===== config.mk =====
export PLATFORM = sky130hd
export DESIGN_NAME = turnout_position_monitor_flat
export DESIGN_NICKNAME = d
export VERILOG_FILES = /design/src/hw/rtl/tpm_pkg.sv /design/src/hw/rtl/tpm_if.sv /design/src/hw/rtl/turnout_position_monitor.sv /design/src/hw/rtl/tpm_front.sv /design/src/hw/rtl/tpm_queue.sv /design/src/hw/rtl/tpm_back.sv /design/src/flat_wrapper.sv
export VERILOG_INCLUDE_DIRS = /design/src /design/src/hw/rtl
export SDC_FILE = /design/constraint.sdc
export NUM_CORES = 1
export LEC_CHECK = 0
export BUFFER_PORTS_ARGS = -buffer_cell sky130_fd_sc_hd__buf_2
export CAP_MARGIN = 5
export CORE_ASPECT_RATIO = 1.4
export CORE_MARGIN = 4
export CORE_UTILIZATION = 64
export CTS_BUF_LIST = sky130_fd_sc_hd__clkbuf_8
export DETAILED_ROUTE_END_ITERATION = 10
export PLACE_DENSITY = 0.83
export SLEW_MARGIN = 20
export SYNTH_ARGS = -nofsm -noshare
export SYNTH_HDL_FRONTEND = slang
export SYNTH_SLANG_ARGS = --single-unit

===== constraint.sdc =====
create_clock -name i_clk -period 28.2 [get_ports i_clk]
set_input_delay 5.64 -clock i_clk [delete_from_list [all_inputs] [get_ports i_clk]]
set_output_delay 5.64 -clock i_clk [all_outputs]
set_load 0.01 [all_outputs]

===== src/hw/rtl/turnout_position_monitor_assert.svh =====
// ----------------------------------------------------------------------------
// turnout position monitor assertion macros
// concurrent assertion helpers, empty when SYNTH is defined
// ----------------------------------------------------------------------------
`ifndef TURNOUT_POSITION_MONITOR_ASSERT_SVH
`define TURNOUT_POSITION_MONITOR_ASSERT_SVH
`ifndef SYNTH
`define TPM_ASSERT_IMPL(name, ante, cons) \
    name: assert property (@(posedge i_clk) disable iff (!i_rst_n) (ante) |-> (cons)) \
        else $error("tpm assertion failed");
`define TPM_ASSERT_NEXT(name, ante, cons) \
    name: assert property (@(posedge i_clk) disable iff (!i_rst_n) (ante) |=> (cons)) \
        else $error("tpm assertion failed");
`else
`define TPM_ASSERT_IMPL(name, ante, cons)
`define TPM_ASSERT_NEXT(name, ante, cons)
`endif
`endif


===== src/hw/rtl/tpm_pkg.sv =====
// ----------------------------------------------------------------------------
// tpm_pkg
// shared types and constants of the turnout position monitor
// ----------------------------------------------------------------------------
`default_nettype none
package tpm_pkg;

    localparam int TPM_TURNOUT_COUNT = 3;
    localparam int TPM_QUEUE_DEPTH   = 2;

    localparam int IDX_W   = 4;
    localparam int PWM_W   = 16;
    localparam int MS_W    = 32;
    localparam int CFG_W   = 16;
    localparam int LIMIT_W = 17;
    localparam int POS_W   = 2;
    localparam int STAT_W  = 2;
    localparam int PADDR_W = 5;
    localparam int PDATA_W = 32;

    localparam logic [POS_W-1:0] POS_STRAIGHT     = 2'd0;
    localparam logic [POS_W-1:0] POS_DIVERTED     = 2'd1;
    localparam logic [POS_W-1:0] POS_UNDET        = 2'd2;
    localparam logic [POS_W-1:0] POS_INCONSISTENT = 2'd3;
    localparam logic [POS_W:0]   POS_NONE         = 3'd4;

    localparam logic [STAT_W-1:0] STAT_OK      = 2'd0;
    localparam logic [STAT_W-1:0] STAT_BLOCKED = 2'd1;
    localparam logic [STAT_W-1:0] STAT_ERROR   = 2'd2;
    localparam logic [STAT_W-1:0] STAT_NONE    = 2'd3;

    localparam logic [2:0] REG_RESEND   = 3'd0;
    localparam logic [2:0] REG_MOVE_MIN = 3'd1;
    localparam logic [2:0] REG_MOVE_MAX = 3'd2;
    localparam logic [2:0] REG_MARGIN   = 3'd3;
    localparam logic [2:0] REG_FALLBACK = 3'd4;

    localparam logic [CFG_W-1:0] RST_RESEND   = 16'd200;
    localparam logic [CFG_W-1:0] RST_MOVE_MIN = 16'd200;
    localparam logic [CFG_W-1:0] RST_MOVE_MAX = 16'd1500;
    localparam logic [CFG_W-1:0] RST_MARGIN   = 16'd200;
    localparam logic [CFG_W-1:0] RST_FALLBACK = 16'd800;

    typedef struct packed {
        logic [CFG_W-1:0] resend_period_ms;
        logic [CFG_W-1:0] move_time_min_ms;
        logic [CFG_W-1:0] move_time_max_ms;
        logic [CFG_W-1:0] move_margin_ms;
        logic [CFG_W-1:0] fallback_limit_ms;
    } t_cfg;

    typedef struct packed {
        logic               mode;
        logic [IDX_W-1:0]   idx;
        logic [POS_W-1:0]   pos;
        logic [LIMIT_W-1:0] limit;
        logic [MS_W-1:0]    now;
    } t_qent;

    typedef struct packed {
        logic full;
        logic empty;
    } t_qstat;

endpackage
`default_nettype wire


===== src/hw/rtl/tpm_if.sv =====
// ----------------------------------------------------------------------------
// tpm channel interfaces
// valid/ready channels for input items and reports
// ----------------------------------------------------------------------------
`default_nettype none
interface tpm_in_if;
    logic                       valid;
    logic                       ready;
    logic                       mode;
    logic [tpm_pkg::IDX_W-1:0]  turnout_index;
    logic                       straight_contact_level;
    logic                       diverted_contact_level;
    logic [tpm_pkg::PWM_W-1:0]  cur_pulse;
    logic [tpm_pkg::PWM_W-1:0]  tgt_pulse;
    logic [tpm_pkg::MS_W-1:0]   now_ms;

    modport source (
        output valid, mode, turnout_index, straight_contact_level,
        output diverted_contact_level, cur_pulse, tgt_pulse, now_ms,
        input  ready
    );
    modport sink (
        input  valid, mode, turnout_index, straight_contact_level,
        input  diverted_contact_level, cur_pulse, tgt_pulse, now_ms,
        output ready
    );
endinterface

interface tpm_out_if;
    logic                       valid;
    logic                       ready;
    logic [tpm_pkg::IDX_W-1:0]  report_index;
    logic [tpm_pkg::POS_W-1:0]  report_position;
    logic [tpm_pkg::STAT_W-1:0] report_status;

    modport source (
        output valid, report_index, report_position, report_status,
        input  ready
    );
    modport sink (
        input  valid, report_index, report_position, report_status,
        output ready
    );
endinterface
`default_nettype wire


===== src/hw/rtl/turnout_position_monitor.sv =====
// ----------------------------------------------------------------------------
// turnout_position_monitor
// position and stall monitor for servo-driven rail turnouts
// ----------------------------------------------------------------------------
//  channel   dir   handshake     beat
//  i_in      in    valid/ready   sample or movement start
//  o_out     out   valid/ready   position report
//  apb       in    psel/penable  register write or read
//
//  one item per cycle while the queue is not full; the front decodes and
//  computes the limit in the cycle of acceptance and pushes into a two-entry
//  queue, from which the back pops to update the turnout state and to load
//  the report register; a stalled report holds the back and the front keeps
//  taking beats until the queue is full
//  synchronous active-low reset clears all turnout state and registers
// ----------------------------------------------------------------------------
`default_nettype none
`include "turnout_position_monitor_assert.svh"
module turnout_position_monitor #(
    parameter int TURNOUT_COUNT = tpm_pkg::TPM_TURNOUT_COUNT
) (
    input  logic                          i_clk,
    input  logic                          i_rst_n,
    tpm_in_if.sink                        i_in,
    tpm_out_if.source                     o_out,
    input  logic                          i_psel,
    input  logic                          i_penable,
    input  logic                          i_pwrite,
    input  logic [tpm_pkg::PADDR_W-1:0]   i_paddr,
    input  logic [tpm_pkg::PDATA_W-1:0]   i_pwdata,
    output logic [tpm_pkg::PDATA_W-1:0]   o_prdata,
    output logic                          o_pready
);
    import tpm_pkg::*;

    t_cfg   r_cfg;
    logic   w_wr;
    logic   w_push;
    logic   w_pop;
    t_qent  w_push_ent;
    t_qent  w_head;
    t_qstat w_qstat;
    logic   w_out_bad_pos;

    assign o_pready = 1'b1;
    assign w_wr     = i_psel && i_penable && i_pwrite && o_pready;

    always_ff @(posedge i_clk) begin
        if (!i_rst_n) begin
            r_cfg.resend_period_ms  <= RST_RESEND;
            r_cfg.move_time_min_ms  <= RST_MOVE_MIN;
            r_cfg.move_time_max_ms  <= RST_MOVE_MAX;
            r_cfg.move_margin_ms    <= RST_MARGIN;
            r_cfg.fallback_limit_ms <= RST_FALLBACK;
        end else if (w_wr) begin
            case (i_paddr[4:2])
                REG_RESEND:   r_cfg.resend_period_ms  <= i_pwdata[CFG_W-1:0];
                REG_MOVE_MIN: r_cfg.move_time_min_ms  <= i_pwdata[CFG_W-1:0];
                REG_MOVE_MAX: r_cfg.move_time_max_ms  <= i_pwdata[CFG_W-1:0];
                REG_MARGIN:   r_cfg.move_margin_ms    <= i_pwdata[CFG_W-1:0];
                REG_FALLBACK: r_cfg.fallback_limit_ms <= i_pwdata[CFG_W-1:0];
                default: begin
                end
            endcase
        end
    end

    always_comb begin
        case (i_paddr[4:2])
            REG_RESEND:   o_prdata = {{(PDATA_W-CFG_W){1'b0}}, r_cfg.resend_period_ms};
            REG_MOVE_MIN: o_prdata = {{(PDATA_W-CFG_W){1'b0}}, r_cfg.move_time_min_ms};
            REG_MOVE_MAX: o_prdata = {{(PDATA_W-CFG_W){1'b0}}, r_cfg.move_time_max_ms};
            REG_MARGIN:   o_prdata = {{(PDATA_W-CFG_W){1'b0}}, r_cfg.move_margin_ms};
            REG_FALLBACK: o_prdata = {{(PDATA_W-CFG_W){1'b0}}, r_cfg.fallback_limit_ms};
            default:      o_prdata = '0;
        endcase
    end

    tpm_front #(
        .TURNOUT_COUNT(TURNOUT_COUNT)
    ) u_front (
        .i_in    (i_in),
        .i_cfg   (r_cfg),
        .i_qstat (w_qstat),
        .o_push  (w_push),
        .o_ent   (w_push_ent)
    );

    tpm_queue u_queue (
        .i_clk   (i_clk),
        .i_rst_n (i_rst_n),
        .i_push  (w_push),
        .i_ent   (w_push_ent),
        .i_pop   (w_pop),
        .o_head  (w_head),
        .o_qstat (w_qstat)
    );

    tpm_back #(
        .TURNOUT_COUNT(TURNOUT_COUNT)
    ) u_back (
        .i_clk              (i_clk),
        .i_rst_n            (i_rst_n),
        .i_resend_period_ms (r_cfg.resend_period_ms),
        .i_head             (w_head),
        .i_qstat            (w_qstat),
        .o_pop              (w_pop),
        .o_out              (o_out)
    );

    assign w_out_bad_pos = o_out.valid &&
                           ((o_out.report_position == POS_UNDET) ||
                            (o_out.report_position == POS_INCONSISTENT));

    `TPM_ASSERT_IMPL(a_push_in_range, w_push, {1'b0, w_push_ent.idx} < (IDX_W+1)'(TURNOUT_COUNT))
    `TPM_ASSERT_IMPL(a_pop_not_empty, w_pop, !w_qstat.empty)
    `TPM_ASSERT_IMPL(a_bad_pos_is_error, w_out_bad_pos, o_out.report_status == STAT_ERROR)

endmodule
`default_nettype wire


===== src/hw/rtl/tpm_front.sv =====
// ----------------------------------------------------------------------------
// tpm_front
// accepts input beats, drops bad indices, decodes contacts, computes limits
// ----------------------------------------------------------------------------
`default_nettype none
module tpm_front #(
    parameter int TURNOUT_COUNT = tpm_pkg::TPM_TURNOUT_COUNT
) (
    tpm_in_if.sink          i_in,
    input  tpm_pkg::t_cfg   i_cfg,
    input  tpm_pkg::t_qstat i_qstat,
    output logic            o_push,
    output tpm_pkg::t_qent  o_ent
);
    import tpm_pkg::*;

    logic             w_in_range;
    logic             w_s_pressed;
    logic             w_d_pressed;
    logic [PWM_W-1:0] w_span;
    logic [PWM_W-1:0] w_half;
    logic [PWM_W-1:0] w_lo;
    logic [PWM_W-1:0] w_clamped;
    logic [LIMIT_W-1:0] w_limit;
    logic [POS_W-1:0] w_pos;

    assign i_in.ready = !i_qstat.full;
    assign w_in_range = {1'b0, i_in.turnout_index} < (IDX_W+1)'(TURNOUT_COUNT);
    assign o_push     = i_in.valid && !i_qstat.full && w_in_range;

    // contact decode, active low
    assign w_s_pressed = !i_in.straight_contact_level;
    assign w_d_pressed = !i_in.diverted_contact_level;

    always_comb begin
        if (w_s_pressed && !w_d_pressed) begin
            w_pos = POS_STRAIGHT;
        end else if (!w_s_pressed && w_d_pressed) begin
            w_pos = POS_DIVERTED;
        end else if (!w_s_pressed && !w_d_pressed) begin
            w_pos = POS_UNDET;
        end else begin
            w_pos = POS_INCONSISTENT;
        end
    end

    // stall limit estimate
    always_comb begin
        if (i_in.cur_pulse > i_in.tgt_pulse) begin
            w_span = i_in.cur_pulse - i_in.tgt_pulse;
        end else begin
            w_span = i_in.tgt_pulse - i_in.cur_pulse;
        end
        w_half    = w_span >> 1;
        w_lo      = (w_half < i_cfg.move_time_min_ms) ? i_cfg.move_time_min_ms : w_half;
        w_clamped = (w_lo > i_cfg.move_time_max_ms) ? i_cfg.move_time_max_ms : w_lo;
        if (i_in.cur_pulse == '0 || i_in.tgt_pulse == '0) begin
            w_limit = {1'b0, i_cfg.fallback_limit_ms};
        end else begin
            w_limit = {1'b0, w_clamped} + {1'b0, i_cfg.move_margin_ms};
        end
    end

    always_comb begin
        o_ent.mode  = i_in.mode;
        o_ent.idx   = i_in.turnout_index;
        o_ent.pos   = w_pos;
        o_ent.limit = w_limit;
        o_ent.now   = i_in.now_ms;
    end

endmodule
`default_nettype wire


===== src/hw/rtl/tpm_queue.sv =====
// ----------------------------------------------------------------------------
// tpm_queue
// short fifo between front and back
// ----------------------------------------------------------------------------
`default_nettype none
module tpm_queue (
    input  logic            i_clk,
    input  logic            i_rst_n,
    input  logic            i_push,
    input  tpm_pkg::t_qent  i_ent,
    input  logic            i_pop,
    output tpm_pkg::t_qent  o_head,
    output tpm_pkg::t_qstat o_qstat
);
    import tpm_pkg::*;

    localparam int PTR_W = (TPM_QUEUE_DEPTH > 1) ? $clog2(TPM_QUEUE_DEPTH) : 1;
    localparam int CNT_W = $clog2(TPM_QUEUE_DEPTH + 1);

    t_qent            r_mem [TPM_QUEUE_DEPTH];
    logic [PTR_W-1:0] r_wr_ptr;
    logic [PTR_W-1:0] r_rd_ptr;
    logic [CNT_W-1:0] r_count;
    logic [PTR_W-1:0] n_wr_ptr;
    logic [PTR_W-1:0] n_rd_ptr;
    logic [CNT_W-1:0] n_count;

    always_comb begin
        n_wr_ptr = r_wr_ptr;
        n_rd_ptr = r_rd_ptr;
        n_count  = r_count;
        if (i_push) begin
            n_wr_ptr = (r_wr_ptr == PTR_W'(TPM_QUEUE_DEPTH - 1)) ? '0 : r_wr_ptr + 1'b1;
        end
        if (i_pop) begin
            n_rd_ptr = (r_rd_ptr == PTR_W'(TPM_QUEUE_DEPTH - 1)) ? '0 : r_rd_ptr + 1'b1;
        end
        if (i_push && !i_pop) begin
            n_count = r_count + 1'b1;
        end else if (!i_push && i_pop) begin
            n_count = r_count - 1'b1;
        end
    end

    always_ff @(posedge i_clk) begin
        if (!i_rst_n) begin
            r_wr_ptr <= '0;
            r_rd_ptr <= '0;
            r_count  <= '0;
        end else begin
            r_wr_ptr <= n_wr_ptr;
            r_rd_ptr <= n_rd_ptr;
            r_count  <= n_count;
        end
    end

    always_ff @(posedge i_clk) begin
        if (i_push) begin
            r_mem[r_wr_ptr] <= i_ent;
        end
    end

    assign o_head        = r_mem[r_rd_ptr];
    assign o_qstat.full  = (r_count == CNT_W'(TPM_QUEUE_DEPTH));
    assign o_qstat.empty = (r_count == '0);

endmodule
`default_nettype wire


===== src/hw/rtl/tpm_back.sv =====
// ----------------------------------------------------------------------------
// tpm_back
// per-turnout state update and report register
// ----------------------------------------------------------------------------
`default_nettype none
module tpm_back #(
    parameter int TURNOUT_COUNT = tpm_pkg::TPM_TURNOUT_COUNT
) (
    input  logic                        i_clk,
    input  logic                        i_rst_n,
    input  logic [tpm_pkg::CFG_W-1:0]   i_resend_period_ms,
    input  tpm_pkg::t_qent              i_head,
    input  tpm_pkg::t_qstat             i_qstat,
    output logic                        o_pop,
    tpm_out_if.source                   o_out
);
    import tpm_pkg::*;

    localparam int IW = (TURNOUT_COUNT > 1) ? $clog2(TURNOUT_COUNT) : 1;

    logic [POS_W:0]     r_last_pos  [TURNOUT_COUNT];
    logic [STAT_W-1:0]  r_last_stat [TURNOUT_COUNT];
    logic [MS_W-1:0]    r_last_ms   [TURNOUT_COUNT];
    logic [MS_W-1:0]    r_start_ms  [TURNOUT_COUNT];
    logic [LIMIT_W-1:0] r_limit_ms  [TURNOUT_COUNT];
    logic               r_active    [TURNOUT_COUNT];

    logic               r_out_valid;
    logic [IDX_W-1:0]   r_out_idx;
    logic [POS_W-1:0]   r_out_pos;
    logic [STAT_W-1:0]  r_out_stat;

    logic [IW-1:0]      w_hi;
    logic [MS_W-1:0]    w_move_elapsed;
    logic [MS_W-1:0]    w_report_elapsed;
    logic               w_pos_valid;
    logic [STAT_W-1:0]  w_stat;
    logic               w_changed;
    logic               w_periodic;
    logic               w_emit;

    assign w_hi  = i_head.idx[IW-1:0];
    assign o_pop = !i_qstat.empty && (!r_out_valid || o_out.ready);

    assign w_move_elapsed   = i_head.now - r_start_ms[w_hi];
    assign w_report_elapsed = i_head.now - r_last_ms[w_hi];
    assign w_pos_valid      = (i_head.pos == POS_STRAIGHT) || (i_head.pos == POS_DIVERTED);

    always_comb begin
        if (!w_pos_valid) begin
            w_stat = STAT_ERROR;
        end else if (r_active[w_hi] &&
                     (w_move_elapsed > {{(MS_W-LIMIT_W){1'b0}}, r_limit_ms[w_hi]})) begin
            w_stat = STAT_BLOCKED;
        end else begin
            w_stat = STAT_OK;
        end
    end

    assign w_changed  = ({1'b0, i_head.pos} != r_last_pos[w_hi]) ||
                        (w_stat != r_last_stat[w_hi]);
    assign w_periodic = w_report_elapsed >= {{(MS_W-CFG_W){1'b0}}, i_resend_period_ms};
    assign w_emit     = o_pop && !i_head.mode && (w_changed || w_periodic);

    // turnout state
    always_ff @(posedge i_clk) begin
        if (!i_rst_n) begin
            for (int i = 0; i < TURNOUT_COUNT; i++) begin
                r_last_pos[i]  <= POS_NONE;
                r_last_stat[i] <= STAT_NONE;
                r_last_ms[i]   <= '0;
                r_start_ms[i]  <= '0;
                r_limit_ms[i]  <= '0;
                r_active[i]    <= 1'b0;
            end
        end else if (o_pop) begin
            if (i_head.mode) begin
                r_active[w_hi]   <= 1'b1;
                r_start_ms[w_hi] <= i_head.now;
                r_limit_ms[w_hi] <= i_head.limit;
            end else begin
                if (w_pos_valid && w_stat == STAT_OK) begin
                    r_active[w_hi] <= 1'b0;
                end
                if (w_emit) begin
                    r_last_pos[w_hi]  <= {1'b0, i_head.pos};
                    r_last_stat[w_hi] <= w_stat;
                    r_last_ms[w_hi]   <= i_head.now;
                end
            end
        end
    end

    // report register
    always_ff @(posedge i_clk) begin
        if (!i_rst_n) begin
            r_out_valid <= 1'b0;
        end else if (w_emit) begin
            r_out_valid <= 1'b1;
        end else if (o_out.ready) begin
            r_out_valid <= 1'b0;
        end
    end

    always_ff @(posedge i_clk) begin
        if (w_emit) begin
            r_out_idx  <= i_head.idx;
            r_out_pos  <= i_head.pos;
            r_out_stat <= w_stat;
        end
    end

    assign o_out.valid           = r_out_valid;
    assign o_out.report_index    = r_out_idx;
    assign o_out.report_position = r_out_pos;
    assign o_out.report_status   = r_out_stat;

endmodule
`default_nettype wire


===== src/flat_wrapper.sv =====
// flat-port wrapper written by rule: the top's interface ports become plain ports
module turnout_position_monitor_flat import tpm_pkg::*;
#(
    parameter int TURNOUT_COUNT = tpm_pkg::TPM_TURNOUT_COUNT
)
  (i_clk, i_rst_n, i_psel, i_penable, i_pwrite, i_paddr, i_pwdata, o_prdata, o_pready, i_in_valid, i_in_mode, i_in_turnout_index, i_in_straight_contact_level, i_in_diverted_contact_level, i_in_cur_pulse, i_in_tgt_pulse, i_in_now_ms, i_in_ready, o_out_valid, o_out_report_index, o_out_report_position, o_out_report_status, o_out_ready);
  tpm_in_if i_in_i ();
  tpm_out_if o_out_i ();
  input  logic i_clk;
  input  logic i_rst_n;
  input  logic i_psel;
  input  logic i_penable;
  input  logic i_pwrite;
  input  logic [tpm_pkg::PADDR_W-1:0] i_paddr;
  input  logic [tpm_pkg::PDATA_W-1:0] i_pwdata;
  output logic [tpm_pkg::PDATA_W-1:0] o_prdata;
  output logic o_pready;
  input wire logic [$bits(i_in_i.valid)-1:0] i_in_valid;
  input wire logic [$bits(i_in_i.mode)-1:0] i_in_mode;
  input wire logic [$bits(i_in_i.turnout_index)-1:0] i_in_turnout_index;
  input wire logic [$bits(i_in_i.straight_contact_level)-1:0] i_in_straight_contact_level;
  input wire logic [$bits(i_in_i.diverted_contact_level)-1:0] i_in_diverted_contact_level;
  input wire logic [$bits(i_in_i.cur_pulse)-1:0] i_in_cur_pulse;
  input wire logic [$bits(i_in_i.tgt_pulse)-1:0] i_in_tgt_pulse;
  input wire logic [$bits(i_in_i.now_ms)-1:0] i_in_now_ms;
  output wire logic [$bits(i_in_i.ready)-1:0] i_in_ready;
  output wire logic [$bits(o_out_i.valid)-1:0] o_out_valid;
  output wire logic [$bits(o_out_i.report_index)-1:0] o_out_report_index;
  output wire logic [$bits(o_out_i.report_position)-1:0] o_out_report_position;
  output wire logic [$bits(o_out_i.report_status)-1:0] o_out_report_status;
  input wire logic [$bits(o_out_i.ready)-1:0] o_out_ready;
  assign i_in_i.valid = i_in_valid;
  assign i_in_i.mode = i_in_mode;
  assign i_in_i.turnout_index = i_in_turnout_index;
  assign i_in_i.straight_contact_level = i_in_straight_contact_level;
  assign i_in_i.diverted_contact_level = i_in_diverted_contact_level;
  assign i_in_i.cur_pulse = i_in_cur_pulse;
  assign i_in_i.tgt_pulse = i_in_tgt_pulse;
  assign i_in_i.now_ms = i_in_now_ms;
  assign i_in_ready = i_in_i.ready;
  assign o_out_valid = o_out_i.valid;
  assign o_out_report_index = o_out_i.report_index;
  assign o_out_report_position = o_out_i.report_position;
  assign o_out_report_status = o_out_i.report_status;
  assign o_out_i.ready = o_out_ready;
  turnout_position_monitor #(.TURNOUT_COUNT(TURNOUT_COUNT)) u_core (.i_clk(i_clk), .i_rst_n(i_rst_n), .i_in(i_in_i), .o_out(o_out_i), .i_psel(i_psel), .i_penable(i_penable), .i_pwrite(i_pwrite), .i_paddr(i_paddr), .i_pwdata(i_pwdata), .o_prdata(o_prdata), .o_pready(o_pready));
endmodule

==> results.md <==
- Status: finished with violations
- Failing checks: DRC
- Area delta synth->final: 9.154%
- Most Crowded Layer GR: met2
- Power, Total: 2672 uW
- Area of the multi-input gates: 13490 um^2
- Final WL: 86090 um
- Yosys top cell area share: 45.29%
- Clock Skew: 0.04125 ns
- Starting Density: 64.80%
- Max clock buf depth: 3
- Global-route wire length before repair: 130700 um
- Clock sink count: 553
- NetSw: 971.1 uW
- Worst endpoint required time: 28.58 ns
- RSZ-0062 raised after global routing: no
- Share of layout cells above drive strength 1: 14.21%
- Synthesized cell area: 30560 um^2
- Final Hold Vio Count: 0
- Count of cell types in the netlist: 76
- Pwr Density: 80.08 nW/um^2
- Sw Ratio: 36.35%
- Max VDD drop: 41.67 uV
- Warnings from Yosys: 0
- Total global routing overflow: 0
- # IOs: 158
- DR iter-0 viols: 2133
- Max-slew violations: 0
- Pre-antenna DRT Iters: 9
- Post-CTS Setup Inserts: 0
- Initial antenna violation count: 1
- Min Tclk post-route: 16.15 ns
- CORE AREA: 47160 um^2
- Sequential Area: 15690 um^2
- EDFF count, synth: 461
- WL per Instance: 24.32 um
- DR vias/cell: 6.420
- Post-CTS resize count: 0
- Slew @ Worst Pin: 1.095 ns
- Via count: 22719
- Synth area leaders: edfxtp_1 (45%), ha_1 (7.2%), mux4_2 (6.0%)
- # rows: 94
- Placer Congestion: 1.031
- Largest net degree at the start of global routing: 86
- Cell taking the most area after synthesis: edfxtp_1
- Syn_area_per_cell: 11.13 um^2
- Maxcap violations: 0
- GRT met1 Usage: 36.92%
- Critical Path AT: 16.54 ns
- Vias in the first global route: 23418
- DIE AREA: 51360 um^2
- Worst path max stage delay: 0.55 ns
- Clk Latency, worst-skew pair: 0.68 ns
- Width of the chip: 192.7 um
- Async SR Flop Fraction: 0%
- Slowest cell on the critical path: a211oi_2
- DRT antenna net count: 0
- Fmax: 0.06191 GHz
- GRT met3 Usage: 4.932%
- Gr usage total: 33.46%
- Die Y: 266.6 um
- Combinational Power Share: 39.2%
- Sequential share of power: 36.5%
- Startpoint types: input port
- Met2 usage: 59.01%
- Post-synthesis sequential area ratio: 51.32%
- CTS buffer count: 80
- Final HPWL DP: 60320 um
- PortBufs: 122
- Internal power: 1700 uW
- Slew HR: 26.79%
- Worst Path Max Fanout: 23
- Post-synth top flop: edfxtp_1
- Post-route DRC: 1
- Gate Count Post-Synth: 2747
- HP Class: reg2reg
- Root buffer cell: clkbuf_8
- CTS tree: built
- Layout Nets: 3147
- Final setup TNS: 0 ns
- Clock transition at path regs: 0.07 ns
- Flops & latches, synth: 553
- Static Leak: 0.01303 uW
- Final setup viols: 0
- Period Utilization, post-route: 57.28%
- Pre-CTS setup slack: 11.48 ns
- Worst Slack Setup Final: 12.05 ns
- Crit Path Category: in2reg
- Fillers: 3344
- CP top delay family: compound AO/OA/AOI/OAI gates
- Clock power frac: 24.3%
- WP buf/inv: 5
- CTS Hold Bufs: 0
- Crit. End Element: register
- Htree depth: 3
[layer usage]
layer | vias to the layer above | wire length (um) | part of all wire, %
met4 | 0 | 6551 | 7.6
li1 | 10269 | - | -
met5 | - | 0 | 0
met1 | 10992 | 29610 | 34
met2 | 1124 | 44570 | 52
met3 | 334 | 5350 | 6.2
[cells in the final DEF (no fill, tap or decap), types with 40 or more instances in the layout]
cell type / Yosys / routed
a21boi_0: 68 / 68
a21o_1: 59 / 59
a21oi_1: 134 / 134
buf_2: 8 / 122
clkbuf_8: 0 / 85
dfxtp_1: 92 / 91
edfxtp_1: 461 / 461
ha_1: 176 / 176
inv_1: 248 / 276
mux2_2: 40 / 40
mux2i_1: 83 / 82
mux4_2: 82 / 82
nand2_1: 225 / 222
nand3_1: 45 / 45
nor2_1: 237 / 234
nor3_1: 130 / 128
o21ai_0: 84 / 81
[worst paths after layout]
check	start	endpoint	slack [ns]	depth (start not counted)
setup reg to reg	register	u_core.u_back.r_last_ms[3][16]	18.82	27
hold / removal	u_core.u_back.r_active[0]	u_core.u_back.r_active[0]	0.48	2
hold reg to reg	u_core.u_back.r_active[0]	u_core.u_back.r_active[0]	0.48	2
setup / recovery	i_in_cur_pulse[0]	u_core.u_queue.r_mem[1][46]	12.05	47
[cell families after synthesis]
kind of cell / share of synthesized area [%]
simple gates: 11.50
compound gates: 12.42
flops: 51.32
buf+inv: 5.142
mux: 10.23
fa+ha+maj: 7.533
xor+xnor: 1.834
other cells: 0.02457
[through the flow]
step           hold WS (ns)  cells  area, um^2  utilization [%]
4_1_cts              0.4731   3538       33360            70.73
5_1_grt              0.5054   3539       33360            70.74
3_3_place_gp         0.4549   3393       31740            67.31
6_report             0.4781   3539       33360            70.74
2_1_floorplan        0.4432   2762       30620                -
3_5_place_dp         0.4635   3393       31740            67.31
[cells in the mapped netlist, types with 26 or more instances]
cell type and count:
inv_1 248, nand2_1 225, mux2i_1 83, dfxtp_1 92, a21boi_0 68, nor2_1 237
xnor2_1 39, a21oi_1 134, ha_1 176, o21a_1 26, o21ai_0 84, nand3_1 45
nor3_1 130, mux2_2 40, o211ai_1 28, nand4_1 27, clkbuf_1 101, mux4_2 82
a21o_1 59, edfxtp_1 461
[state kept, by name, indices dropped and copies added, names as in the netlist, named ones only]
signal,count
u_core.u_back.r_last_stat,8
u_core.u_back.o_out.valid,1
u_core.u_back.r_limit_ms,68
u_core.r_cfg,80
u_core.u_queue.r_rd_ptr,1
u_core.u_back.o_out.report_index,4
u_core.u_back.r_active,4
u_core.u_queue.r_wr_ptr,1
u_core.u_queue.r_count,2
u_core.u_queue.r_mem,112
u_core.u_back.r_start_ms,128
u_core.u_back.o_out.report_status,2
u_core.u_back.r_last_pos,11
u_core.u_back.r_last_ms,128
u_core.u_back.o_out.report_position,2
[power groups by stage]
stage | clock, uW | combinational (uW) | sequential [uW]
after global placement | 0 | 986 | 988
after floorplan | 0 | 732 | 983
final | 649 | 1050 | 976
after global routing | 692 | 1140 | 979
after CTS | 655 | 1030 | 976
after detailed placement | 0 | 1020 | 994
[worst min-delay path, stage by stage, from the launching register on]
cell and delay [ns]:
dfxtp_1 0.31, nand2_1 0.06, a22oi_1 0.06
[area by class of cell]
cell class / instances / share of cell area (%)
Inverter: 249 / 2.809
Tap cell: 624 / 2.340
Clock inverter: 60 / 1.331
Sequential cell: 553 / 47.03
Multi-Input combinational cell: 1814 / 40.45
Clock buffer: 85 / 3.507
Antenna cell: 1 / 0.007501
Timing Repair Buffer: 153 / 2.528
Note: power is estimated with default switching activity, not from simulation.
